==> src/hdl/ecv_pkg.sv <==
// shared types, fixed-point constants and rounding for the easing curve evaluator
package ecv_pkg;

  localparam int FRAC_BITS = 15;
  localparam int POS_W     = 16;
  localparam int CURVE_W   = 4;
  localparam int EASED_W   = 17;
  // working width: room for values up to about 16.0 plus sign, never below the result width
  localparam int DW        = (FRAC_BITS + 5 > EASED_W) ? FRAC_BITS + 5 : EASED_W;
  localparam int PW        = 2 * DW;

  typedef logic signed [DW-1:0] q_t;
  typedef logic signed [PW-1:0] prod_t;

  typedef enum logic [CURVE_W-1:0] {
    CRV_NONE       = 4'd0,
    CRV_LINEAR     = 4'd1,
    CRV_EASE_IN    = 4'd2,
    CRV_EASE_OUT   = 4'd3,
    CRV_EASE_BOTH  = 4'd4,
    CRV_BOUNCE_IN  = 4'd5,
    CRV_BOUNCE_OUT = 4'd6,
    CRV_SPRING_IN  = 4'd7,
    CRV_SPRING_OUT = 4'd8
  } curve_t;

  // control that travels with each word down the pipeline
  typedef struct packed {
    curve_t     curve;
    logic       alt;
    logic [1:0] seg;
  } ctl_t;

  localparam q_t Q_ZERO   = q_t'(0);
  localparam q_t Q_LSB    = q_t'(1);
  localparam q_t Q_ONE    = q_t'(1 << FRAC_BITS);
  localparam q_t Q_HALF   = q_t'(1 << (FRAC_BITS - 1));
  localparam q_t Q_4_11   = q_t'(((4 << FRAC_BITS) + 11 / 2) / 11);
  localparam q_t Q_6_11   = q_t'(((6 << FRAC_BITS) + 11 / 2) / 11);
  localparam q_t Q_8_11   = q_t'(((8 << FRAC_BITS) + 11 / 2) / 11);
  localparam q_t Q_9_11   = q_t'(((9 << FRAC_BITS) + 11 / 2) / 11);
  localparam q_t Q_10_11  = q_t'(((10 << FRAC_BITS) + 11 / 2) / 11);
  localparam q_t Q_21_22  = q_t'(((21 << FRAC_BITS) + 22 / 2) / 22);
  localparam q_t Q_3_4    = q_t'(((3 << FRAC_BITS) + 4 / 2) / 4);
  localparam q_t Q_15_16  = q_t'(((15 << FRAC_BITS) + 16 / 2) / 16);
  localparam q_t Q_63_64  = q_t'(((63 << FRAC_BITS) + 64 / 2) / 64);
  localparam q_t Q_121_16 = q_t'(((121 << FRAC_BITS) + 16 / 2) / 16);
  localparam q_t Q_3_10   = q_t'(((3 << FRAC_BITS) + 10 / 2) / 10);
  localparam q_t Q_10_3   = q_t'(((10 << FRAC_BITS) + 3 / 2) / 3);
  localparam q_t Q_10_7   = q_t'(((10 << FRAC_BITS) + 7 / 2) / 7);
  localparam q_t Q_13_10  = q_t'(((13 << FRAC_BITS) + 10 / 2) / 10);

  localparam prod_t P_HALF = prod_t'(1 << (FRAC_BITS - 1));

  // round a raw product back to the working format, halves away from zero
  function automatic q_t qround(input prod_t p);
    prod_t mag;
    prod_t sh;
    mag = p[PW-1] ? -p : p;
    sh  = (mag + P_HALF) >>> FRAC_BITS;
    return p[PW-1] ? q_t'(-sh) : q_t'(sh);
  endfunction

endpackage

==> src/hdl/ecv_mul.sv <==
// registered multiply stage: full product plus the control that rides along
module ecv_mul (
  input  logic          clk,
  input  logic          rst_n,
  input  logic          valid_in,
  input  ecv_pkg::ctl_t ctl_in,
  input  ecv_pkg::q_t   a_in,
  input  ecv_pkg::q_t   b_in,
  output logic          valid_out,
  output ecv_pkg::ctl_t ctl_out,
  output ecv_pkg::prod_t prod_out
);

  logic           valid_r;
  ecv_pkg::ctl_t  ctl_r;
  ecv_pkg::prod_t prod_r;
  ecv_pkg::prod_t prod_nxt;

  assign prod_nxt = ecv_pkg::prod_t'(a_in) * ecv_pkg::prod_t'(b_in);

  always_ff @(posedge clk) begin
    if (!rst_n) begin
      valid_r <= 1'b0;
    end else begin
      valid_r <= valid_in;
    end
  end

  always_ff @(posedge clk) begin
    ctl_r  <= ctl_in;
    prod_r <= prod_nxt;
  end

  assign valid_out = valid_r;
  assign ctl_out   = ctl_r;
  assign prod_out  = prod_r;

endmodule

==> src/hdl/easing_curve_evaluator.sv <==
// top level of the easing curve evaluator: seven-stage fixed-point pipeline
//
// A word (in_position, in_curve) is taken on every clock edge where start is
// high; busy stays low, so one word per cycle is sustained with no gaps. The
// eased value comes out on out_eased, marked by a one-cycle out_valid strobe,
// in the same order the words went in. Every curve is mapped onto three
// chained multiplies, in the stages operand select, multiply, round-and-select,
// multiply, round-and-select, multiply, final round and combine. Curves that
// need fewer multiplies pass through the spare ones as a multiply by 1.0,
// which is exact. There is no state between words and no backpressure: the
// receiver must take each result in the cycle it is shown. Position above 1.0
// is saturated to 1.0.
module easing_curve_evaluator (
  input  logic                                clk,
  input  logic                                rst_n,
  input  logic                                start,
  output logic                                busy,
  input  logic [ecv_pkg::POS_W-1:0]           in_position,
  input  logic [ecv_pkg::CURVE_W-1:0]         in_curve,
  output logic                                out_valid,
  output logic signed [ecv_pkg::EASED_W-1:0]  out_eased
);

  // every stage moves each cycle, nothing ever holds the input off
  assign busy = 1'b0;

  // ---------------- stage 1: saturate, pick curve input, first operands
  ecv_pkg::q_t    pos_ext;
  ecv_pkg::q_t    t_sat;
  ecv_pkg::q_t    inv;
  ecv_pkg::q_t    x;
  ecv_pkg::q_t    centre;
  ecv_pkg::q_t    d;
  ecv_pkg::curve_t crv;
  ecv_pkg::ctl_t  c1_nxt;
  ecv_pkg::q_t    a1_nxt;
  ecv_pkg::q_t    b1_nxt;

  logic           v1_r;
  ecv_pkg::ctl_t  c1_r;
  ecv_pkg::q_t    a1_r;
  ecv_pkg::q_t    b1_r;

  always_comb begin
    crv     = ecv_pkg::curve_t'(in_curve);
    pos_ext = ecv_pkg::q_t'(in_position);
    t_sat   = (pos_ext > ecv_pkg::Q_ONE) ? ecv_pkg::Q_ONE : pos_ext;
    inv     = ecv_pkg::Q_ONE - t_sat;
    // mirrored curves run the base curve on 1 - t
    x       = (crv == ecv_pkg::CRV_BOUNCE_IN || crv == ecv_pkg::CRV_SPRING_OUT) ? inv : t_sat;

    // bounce segment and its parabola centre
    if (x < ecv_pkg::Q_4_11) begin
      c1_nxt.seg = 2'd0;
      centre     = ecv_pkg::Q_ZERO;
    end else if (x < ecv_pkg::Q_8_11) begin
      c1_nxt.seg = 2'd1;
      centre     = ecv_pkg::Q_6_11;
    end else if (x < ecv_pkg::Q_10_11) begin
      c1_nxt.seg = 2'd2;
      centre     = ecv_pkg::Q_9_11;
    end else begin
      c1_nxt.seg = 2'd3;
      centre     = ecv_pkg::Q_21_22;
    end
    d = x - centre;

    c1_nxt.curve = crv;
    // alt: lower half for ease both, wind-up part for the springs
    if (crv == ecv_pkg::CRV_EASE_BOTH) begin
      c1_nxt.alt = (t_sat < ecv_pkg::Q_HALF);
    end else begin
      c1_nxt.alt = (x < ecv_pkg::Q_3_10);
    end

    case (crv)
      ecv_pkg::CRV_NONE: begin
        a1_nxt = ecv_pkg::Q_ZERO;
        b1_nxt = ecv_pkg::Q_ZERO;
      end
      ecv_pkg::CRV_EASE_IN: begin
        a1_nxt = t_sat;
        b1_nxt = t_sat;
      end
      ecv_pkg::CRV_EASE_OUT: begin
        a1_nxt = inv;
        b1_nxt = inv;
      end
      ecv_pkg::CRV_EASE_BOTH: begin
        // upper half: 1 - 2(t - 0.5) is just 2(1 - t)
        if (c1_nxt.alt) begin
          a1_nxt = t_sat <<< 1;
          b1_nxt = t_sat;
        end else begin
          a1_nxt = inv <<< 1;
          b1_nxt = inv <<< 1;
        end
      end
      ecv_pkg::CRV_BOUNCE_IN, ecv_pkg::CRV_BOUNCE_OUT: begin
        a1_nxt = d;
        b1_nxt = d;
      end
      ecv_pkg::CRV_SPRING_IN, ecv_pkg::CRV_SPRING_OUT: begin
        if (c1_nxt.alt) begin
          a1_nxt = x;
          b1_nxt = ecv_pkg::Q_10_3;
        end else begin
          a1_nxt = x - ecv_pkg::Q_3_10;
          b1_nxt = ecv_pkg::Q_10_7;
        end
      end
      default: begin
        // linear and unused codes: t times one
        a1_nxt = t_sat;
        b1_nxt = ecv_pkg::Q_ONE;
      end
    endcase
  end

  always_ff @(posedge clk) begin
    if (!rst_n) begin
      v1_r <= 1'b0;
    end else begin
      v1_r <= start && !busy;
    end
  end

  always_ff @(posedge clk) begin
    c1_r <= c1_nxt;
    a1_r <= a1_nxt;
    b1_r <= b1_nxt;
  end

  // ---------------- stage 2: first multiply
  logic           vm1;
  ecv_pkg::ctl_t  cm1;
  ecv_pkg::prod_t p1;

  ecv_mul u_mul1 (
    .clk       (clk),
    .rst_n     (rst_n),
    .valid_in  (v1_r),
    .ctl_in    (c1_r),
    .a_in      (a1_r),
    .b_in      (b1_r),
    .valid_out (vm1),
    .ctl_out   (cm1),
    .prod_out  (p1)
  );

  // ---------------- stage 3: round, second operands
  ecv_pkg::q_t   m1;
  ecv_pkg::q_t   a2_nxt;
  ecv_pkg::q_t   b2_nxt;
  logic          v2_r;
  ecv_pkg::ctl_t c2_r;
  ecv_pkg::q_t   a2_r;
  ecv_pkg::q_t   b2_r;

  always_comb begin
    m1 = ecv_pkg::qround(p1);
    case (cm1.curve)
      ecv_pkg::CRV_BOUNCE_IN, ecv_pkg::CRV_BOUNCE_OUT: begin
        a2_nxt = m1;
        b2_nxt = ecv_pkg::Q_121_16;
      end
      ecv_pkg::CRV_SPRING_IN, ecv_pkg::CRV_SPRING_OUT: begin
        // wind-up squares 1 - r, the main swing squares r
        if (cm1.alt) begin
          a2_nxt = ecv_pkg::Q_ONE - m1;
          b2_nxt = ecv_pkg::Q_ONE - m1;
        end else begin
          a2_nxt = m1;
          b2_nxt = m1;
        end
      end
      default: begin
        a2_nxt = m1;
        b2_nxt = ecv_pkg::Q_ONE;
      end
    endcase
  end

  always_ff @(posedge clk) begin
    if (!rst_n) begin
      v2_r <= 1'b0;
    end else begin
      v2_r <= vm1;
    end
  end

  always_ff @(posedge clk) begin
    c2_r <= cm1;
    a2_r <= a2_nxt;
    b2_r <= b2_nxt;
  end

  // ---------------- stage 4: second multiply
  logic           vm2;
  ecv_pkg::ctl_t  cm2;
  ecv_pkg::prod_t p2;

  ecv_mul u_mul2 (
    .clk       (clk),
    .rst_n     (rst_n),
    .valid_in  (v2_r),
    .ctl_in    (c2_r),
    .a_in      (a2_r),
    .b_in      (b2_r),
    .valid_out (vm2),
    .ctl_out   (cm2),
    .prod_out  (p2)
  );

  // ---------------- stage 5: round, third operands
  ecv_pkg::q_t   m2;
  ecv_pkg::q_t   a3_nxt;
  ecv_pkg::q_t   b3_nxt;
  logic          v3_r;
  ecv_pkg::ctl_t c3_r;
  ecv_pkg::q_t   a3_r;
  ecv_pkg::q_t   b3_r;

  always_comb begin
    m2 = ecv_pkg::qround(p2);
    case (cm2.curve)
      ecv_pkg::CRV_SPRING_IN, ecv_pkg::CRV_SPRING_OUT: begin
        // scale to the -0.3 dip or to the 1.3 span
        if (cm2.alt) begin
          a3_nxt = ecv_pkg::Q_ONE - m2;
          b3_nxt = ecv_pkg::Q_3_10;
        end else begin
          a3_nxt = m2;
          b3_nxt = ecv_pkg::Q_13_10;
        end
      end
      default: begin
        a3_nxt = m2;
        b3_nxt = ecv_pkg::Q_ONE;
      end
    endcase
  end

  always_ff @(posedge clk) begin
    if (!rst_n) begin
      v3_r <= 1'b0;
    end else begin
      v3_r <= vm2;
    end
  end

  always_ff @(posedge clk) begin
    c3_r <= cm2;
    a3_r <= a3_nxt;
    b3_r <= b3_nxt;
  end

  // ---------------- stage 6: third multiply
  logic           vm3;
  ecv_pkg::ctl_t  cm3;
  ecv_pkg::prod_t p3;

  ecv_mul u_mul3 (
    .clk       (clk),
    .rst_n     (rst_n),
    .valid_in  (v3_r),
    .ctl_in    (c3_r),
    .a_in      (a3_r),
    .b_in      (b3_r),
    .valid_out (vm3),
    .ctl_out   (cm3),
    .prod_out  (p3)
  );

  // ---------------- stage 7: round, lift or mirror, output register
  ecv_pkg::q_t m3;
  ecv_pkg::q_t lift;
  ecv_pkg::q_t bnc;
  ecv_pkg::q_t spr;
  ecv_pkg::q_t res;

  logic                               out_valid_r;
  logic signed [ecv_pkg::EASED_W-1:0] out_eased_r;

  always_comb begin
    m3 = ecv_pkg::qround(p3);
    case (cm3.seg)
      2'd0:    lift = ecv_pkg::Q_ZERO;
      2'd1:    lift = ecv_pkg::Q_3_4;
      2'd2:    lift = ecv_pkg::Q_15_16;
      default: lift = ecv_pkg::Q_63_64;
    endcase
    bnc = m3 + lift;
    spr = cm3.alt ? -m3 : m3 - ecv_pkg::Q_3_10;

    case (cm3.curve)
      ecv_pkg::CRV_NONE:       res = ecv_pkg::Q_ZERO;
      ecv_pkg::CRV_EASE_OUT:   res = ecv_pkg::Q_ONE - m3;
      ecv_pkg::CRV_EASE_BOTH: begin
        // upper half: halve 1 - square with rounding, then add one half
        if (cm3.alt) begin
          res = m3;
        end else begin
          res = ((ecv_pkg::Q_ONE - m3 + ecv_pkg::Q_LSB) >>> 1) + ecv_pkg::Q_HALF;
        end
      end
      ecv_pkg::CRV_BOUNCE_IN:  res = ecv_pkg::Q_ONE - bnc;
      ecv_pkg::CRV_BOUNCE_OUT: res = bnc;
      ecv_pkg::CRV_SPRING_IN:  res = spr;
      ecv_pkg::CRV_SPRING_OUT: res = ecv_pkg::Q_ONE - spr;
      default:                 res = m3;
    endcase
  end

  always_ff @(posedge clk) begin
    if (!rst_n) begin
      out_valid_r <= 1'b0;
    end else begin
      out_valid_r <= vm3;
    end
  end

  always_ff @(posedge clk) begin
    out_eased_r <= res[ecv_pkg::EASED_W-1:0];
  end

  assign out_valid = out_valid_r;
  assign out_eased = out_eased_r;

endmodule

==> config.mk <==
export PLATFORM = sky130hd
export DESIGN_NAME = easing_curve_evaluator
export DESIGN_NICKNAME = d
export VERILOG_FILES = /design/src/hdl/ecv_pkg.sv /design/src/hdl/ecv_mul.sv /design/src/hdl/easing_curve_evaluator.sv
export SDC_FILE = /design/constraint.sdc
export NUM_CORES = 2
export LEC_CHECK = 0
export CORE_MARGIN = 2
export CORE_UTILIZATION = 25
export DETAILED_ROUTE_END_ITERATION = 12
export DONT_BUFFER_PORTS = 1
export MAX_ROUTING_LAYER = met4
export PLACE_DENSITY = 0.5
export SLEW_MARGIN = 10
export SYNTH_ARGS = -nofsm -noshare
export SYNTH_HDL_FRONTEND = slang
export SYNTH_SLANG_ARGS = --single-unit
==> constraint.sdc <==
create_clock -name clk -period 8.46 [get_ports clk]
set_input_delay 1.269 -clock clk [delete_from_list [all_inputs] [get_ports clk]]
set_output_delay 1.269 -clock clk [all_outputs]
set_load 0.03 [all_outputs]
# Yosys cells after proc, flatten, opt, wreduce, memory -nomap -nowiden
# Index checks and enable logic that the tools add are counted.
[op_classes]
addsub = 22
n_mul = 3
order_cmp = 6
n_eq_ne = 21
mux = 30
n_reduce_logical = 10
[op_table]
columns = ["operator", "n"]
rows = [
  ["two-way mux 20 bit", 12],
  ["one-hot mux 20 bit (6 select lines)", 1],
  ["one-hot mux 17 bit (7 select lines)", 1],
  ["one-hot mux 20 bit (5 select lines)", 1],
  ["multiplier 20 x 20 -> 40 bit", 2],
  ["adder 35 x 16 -> 35 bit (second input constant)", 2],
  ["two-way mux 35 bit", 2],
  ["negation 35 bit", 2],
  ["two-way mux 17 bit", 3],
  ["equality test 4 x 3 -> 1 bit (second input constant)", 12],
  ["one-hot mux 15 bit (3 select lines)", 1],
  ["< comparator 20 x 15 -> 1 bit (second input constant)", 2],
  ["< comparator 20 x 16 -> 1 bit (second input constant)", 2],
  ["negation 20 bit", 2],
  ["one-hot mux 20 bit (2 select lines)", 1],
  ["subtractor 17 x 20 -> 20 bit (first input constant)", 2],
  ["multiplier 20 x 17 -> 37 bit", 1],
  ["subtractor 17 bit (first input constant)", 2],
  ["adder 33 x 16 -> 33 bit (second input constant)", 1],
  ["two-way mux 33 bit", 1],
  ["negation 33 bit", 1],
  ["two-way mux 16 bit", 2],
  ["subtractor 20 x 15 -> 20 bit (second input constant)", 1],
  ["subtractor 20 bit", 1],
  ["other kinds (21)", 34],
]
[word_totals]
register_bits = 299
in_bits = 23
word_cells = 128

# Depth between registers and ports, before layout
[depth]
ltp_word = 10
depth_mapped = 38
ltp_nobuf = 36

# By module
# A second synthesis with hierarchy kept.
[unflattened]
cells_unflattened = 7368
area_unflattened_um2 = 64514.4
[modules_own_cells]
columns = ["mod", "n_inst", "cells_each", "area_per_inst_um2"]
rows = [
  ["ecv_mul at u_mul1", 1, 1781, 16395.7],
  ["ecv_mul at u_mul3", 1, 1721, 16233.1],
  ["ecv_mul at u_mul2", 1, 1701, 16129.2],
  ["easing_curve_evaluator", 1, 2165, 15756.4],
]

# Least setup slack after synthesis
# No wires, ideal clock.
[synth_timing]
path_kind = "reg-to-reg"
startpoint = "reg u_mul3.prod_out[36] (netlist name)"
endpoint = "reg out_eased_r (netlist bit out_eased[16])"
setup_time_ns = 0.117
arrival_time_ns = 7.736
required_time_ns = 8.343
setup_slack_ns = 0.607
stages_incl_launch_ff = 35
path_cell_list = "dfxtp_1 buf_2 buf_2 buf_2 buf_1 buf_1 clkbuf_1 clkbuf_1 nand2_1 xnor2_1 ha_1 xor2_1 xnor2_1 inv_1 ha_1 or4_1 and3_1 xor2_1 ha_1 nor2b_1 nand2_1 xnor2_1 or3_1 or4_1 nor4_1 a21oi_1 o21ai_0 xor2_1 ha_1 xnor2_1 xnor2_1 xnor2_1 xnor2_1 o31ai_1 a22o_1"
[synth_lines]
columns = ["element", "line_no", "text"]
rows = [
  ["end signal, assigned", "easing_curve_evaluator.sv:324", "out_eased_r <= res[ecv_pkg::EASED_W-1:0];"],
  ["end, declared", "easing_curve_evaluator.sv:283", "logic signed [ecv_pkg::EASED_W-1:0] out_eased_r;"],
]

# Final worst setup path
[layout_timing]
startpoint = "reg a1_r[9]"
endpoint = "reg u_mul1.prod_r[34], in the netlist u_mul1.prod_out[34]"
[layout_between]
elab_chain_cells = 1
[layout_rtl]
columns = ["element", "line_no", "text"]
rows = [
  ["start, declared", "easing_curve_evaluator.sv:41", "ecv_pkg::q_t a1_r;"],
  ["start signal, assigned", "easing_curve_evaluator.sv:130", "a1_r <= a1_nxt;"],
  ["multiplier 20 x 20 -> 40 bit", "ecv_mul.sv:19", "assign prod_nxt = ecv_pkg::prod_t'(a_in) * ecv_pkg::prod_t'(b_in);"],
  ["net u_mul1.prod_nxt[34]", "ecv_mul.sv:17", "ecv_pkg::prod_t prod_nxt;"],
  ["end signal, assigned", "ecv_mul.sv:31", "prod_r <= prod_nxt;"],
  ["end, declared", "ecv_mul.sv:16", "ecv_pkg::prod_t prod_r;"],
]
# The timed path passes the listed nets, and every way through them passes these cells.
# A chain may end at the register's enable or synchronous reset.

==> flow_summary.toml <==
[outcome]
outcome = "finished clean"

[cts]
insertion_delay_ns = 0.62
cts_tree = "built"
path_clk_slew_ns = 0.06
clockBufferDepth = 3
cts_max_level = 2
cts_sinks = 273
cts_hold_buf = 0
cts_made_buffers = 39
cts_root_buf = "clkbuf_16"

[timing]
period_share_pct = 93.0
setup_viol = 0
skew_ns = 0.0496
max_slew_margin_pct = 30.5
rsz0062_at_grt = "no"
final_max_slew_viol_count = 0
fmax_mhz = 127
tightest_slew_ns = 1.04
finalSetupTns_ns = 0
fin_crit_ns = 7.87
hold_violations = 0

[synth]
synth_largest_area_cell = "fa_1"
synth-simple-area-share_pct = 17.6
synth_compound_area_share_pct = 10.0
synth_fa_ha_area_share_pct = 45.1
synth_common_cells = "inv_1 (1056), fa_1 (951), nand2_1 (682)"
netlist.area_leader.share_pct = 35.7
synth_most_common_cell = "inv_1"
synth_xor_area_share_pct = 7.05
netlist_area_um2 = 53300
syn_nets = 7440
syn_inst = 6071
synth_edf_count = 0
yosys_most_used_dff = "dfxtp_1"
ys_types = 109
synth_area_leaders = "fa_1 (36%), dfxtp_1 (10%), ha_1 (9.3%)"
syn_area_per_cell_um2 = 8.77
ys_ff_latch = 273
muxShareOfSynthArea_pct = 0.493
synth-async-reset-ratio_pct = 0
synth_top_family_by_area = "adder cells"
yosysSeqAreaShare_pct = 10.3
ys_warn_count = 0

[placed_design]
place_congestion = 0.906
port_buffers = 0
dpl.hpwl_um = 121000

[worst_setup_path]
critical_path.top_delay_family = "adder cells"
crit_path_end_kind = "register"
worst-endpoint-arrival_ns = 8.40
cp_max_fo = 16
cp_num_buf_inv = 5
cpMostUsedCell = "fa_1"
cp-endpoint = "u_mul1.prod_out[34]$_DFF_P_"
crit_path_start = "a1_r[9]$_DFF_P_"
worstSetupPathType = "reg -> reg"
start_kind = "register"
cp_num_cells = 28
timing.rr.start = "a1_r[9]$_DFF_P_"
cp.required_ns = 9.00
r2r_slack_ns = 0.59
slowest_delay_ns = 0.55
r2r_end = "u_mul1.prod_out[34]$_DFF_P_"
crit_slowest_cell = "fa_1"
r2r.worst_path.cells = 28

[global_routing]
antenna_found_initial = 5
first_global_vias = 43900
grt_max_degree = 50
grt_pass1_wl_um = 238000
gr-usage-all-layers_pct = 13.9
grt_overflow_total = 0

[worst_hold_path]
hp-class = "reg -> reg"

[floorplan]
start_util_pct = 25.1
die_y_um = 466
coreArea_um2 = 212000
die_w_um = 466
die-area_um2 = 217000
rows = 169
io_pins = 42

[route]
route.top_layer_used = "met4"
postRouteWirelength_um = 144000
wl_met2_um = 73500
dr.first_iter.drc_count = 2059
vias = 40000
postRouteAntennaNets = 0
met1Wirelength_um = 62400
via_per_inst = 4.53
met3WireLength_um = 4850
drc = 0
wl_per_cell_um = 16.3
drt_pre_antenna_iters = 5

[finish]
multi_input_area_um2 = 42700
fillers = 22700
area_growth_pct = 9.43
nets = 7354
utilization_pct = 27.5
regArea_um2 = 5470
drive_gt1_share_pct = 5.45

[job]
cap_violations = 0
through the flow:
step                      worst slack (ns)  instances  hold WS, ns  cell area (µm²)
after floorplan                      0.607       6071        0.310            53300
after global placement               0.117       8765        0.312            56900
after detailed placement             0.189       8765        0.312            56900
after CTS                            0.332       8836        0.325            58300
after global routing                0.0498       8837        0.328            58300
final                                0.593       8839        0.323            58300
how the worst min path moves through the flow:
stage / start / endpoint / cells after the start / slack, ns
after floorplan: u_mul1.ctl_out[0]$_DFF_P_ / c2_r[0]$_DFF_P_ / 0 / 0.31
after global placement: c1_r[0]$_SDFF_PN0_ / u_mul1.ctl_out[0]$_DFF_P_ / 0 / 0.31
after detailed placement: u_mul2.ctl_out[1]$_DFF_P_ / c3_r[1]$_DFF_P_ / 0 / 0.31
after CTS: c2_r[2]$_DFF_P_ / u_mul2.ctl_out[2]$_DFF_P_ / 0 / 0.33
after global routing: c3_r[0]$_DFF_P_ / u_mul3.ctl_out[0]$_DFF_P_ / 0 / 0.33
final: c3_r[0]$_DFF_P_ / u_mul3.ctl_out[0]$_DFF_P_ / 0 / 0.32
final cells by class:
cell class	instances	share of cell area, %
antenna	3	0.0129
clock buffer	48	1.87
clock inverter	23	0.421
inverter	1061	6.83
multi-input combinational	4450	73.3
sequential	273	9.39
tap	2821	6.06
timing repair buffer	160	2.08
timing repair:
action | CTS | global route
setup endpoints to repair | 0 | 5
gates resized for setup | 0 | 7
setup buffers | 0 | 0
cells in the final DEF (no fill, tap or decap), drive strengths merged, types with 48 or more instances in the layout:
cell type / netlist / layout
a21oi: 196 / 196
and2: 387 / 387
buf: 30 / 160
clkbuf: 257 / 48
dfxtp: 273 / 273
fa: 951 / 951
ha: 395 / 395
inv: 1059 / 1064
nand2: 684 / 684
nand2b: 86 / 86
nand3: 74 / 74
nor2: 263 / 263
nor3: 92 / 92
o21ai: 175 / 175
xnor2: 296 / 296
xor2: 128 / 128
logic make-up after synthesis:
family          count (synthesis)
mux                            25
compound gates                791
flops                         273
simple gates                 1860
fa+ha+maj                    1348
buf+inv                      1348
xor+xnor                      425
other cells                     1
routing by layer:
| layer | vias up | global-route usage (%) |
|---|---|---|
| met5 | - | - |
| li1 | 19000 | - |
| met1 | 20200 | 16.8 |
| met2 | 714 | 25.0 |
| met4 | 0 | 3.22 |
| met3 | 181 | 1.24 |
flip-flops by register name, summed over array words and instances, names as in the netlist:
signal and flops:
u_mul1.prod_out 36, u_mul2.prod_out 36, u_mul3.prod_out 33, a1_r 20
a2_r 20, a3_r 20, b1_r 20, b2_r 20
out_eased 17, c1_r 7, c2_r 7, c3_r 7
u_mul1.ctl_out 7, u_mul2.ctl_out 7, u_mul3.ctl_out 7, b3_r 2
out_valid 1, u_mul1.valid_out 1, u_mul2.valid_out 1, u_mul3.valid_out 1
v1_r 1, v2_r 1, v3_r 1
worst reg2reg max path, delay by kind of cell (launching register included):
family	cells	cell delay [ns]
compound gates	13	2.90
simple gates	1	0.10
fa+ha+maj	8	3.73
buf+inv	5	0.55
flops	1	0.39
xor+xnor	1	0.15
Power is not shown: default switching activity piles up to over one toggle a cycle in this logic, so the estimate is an artifact.
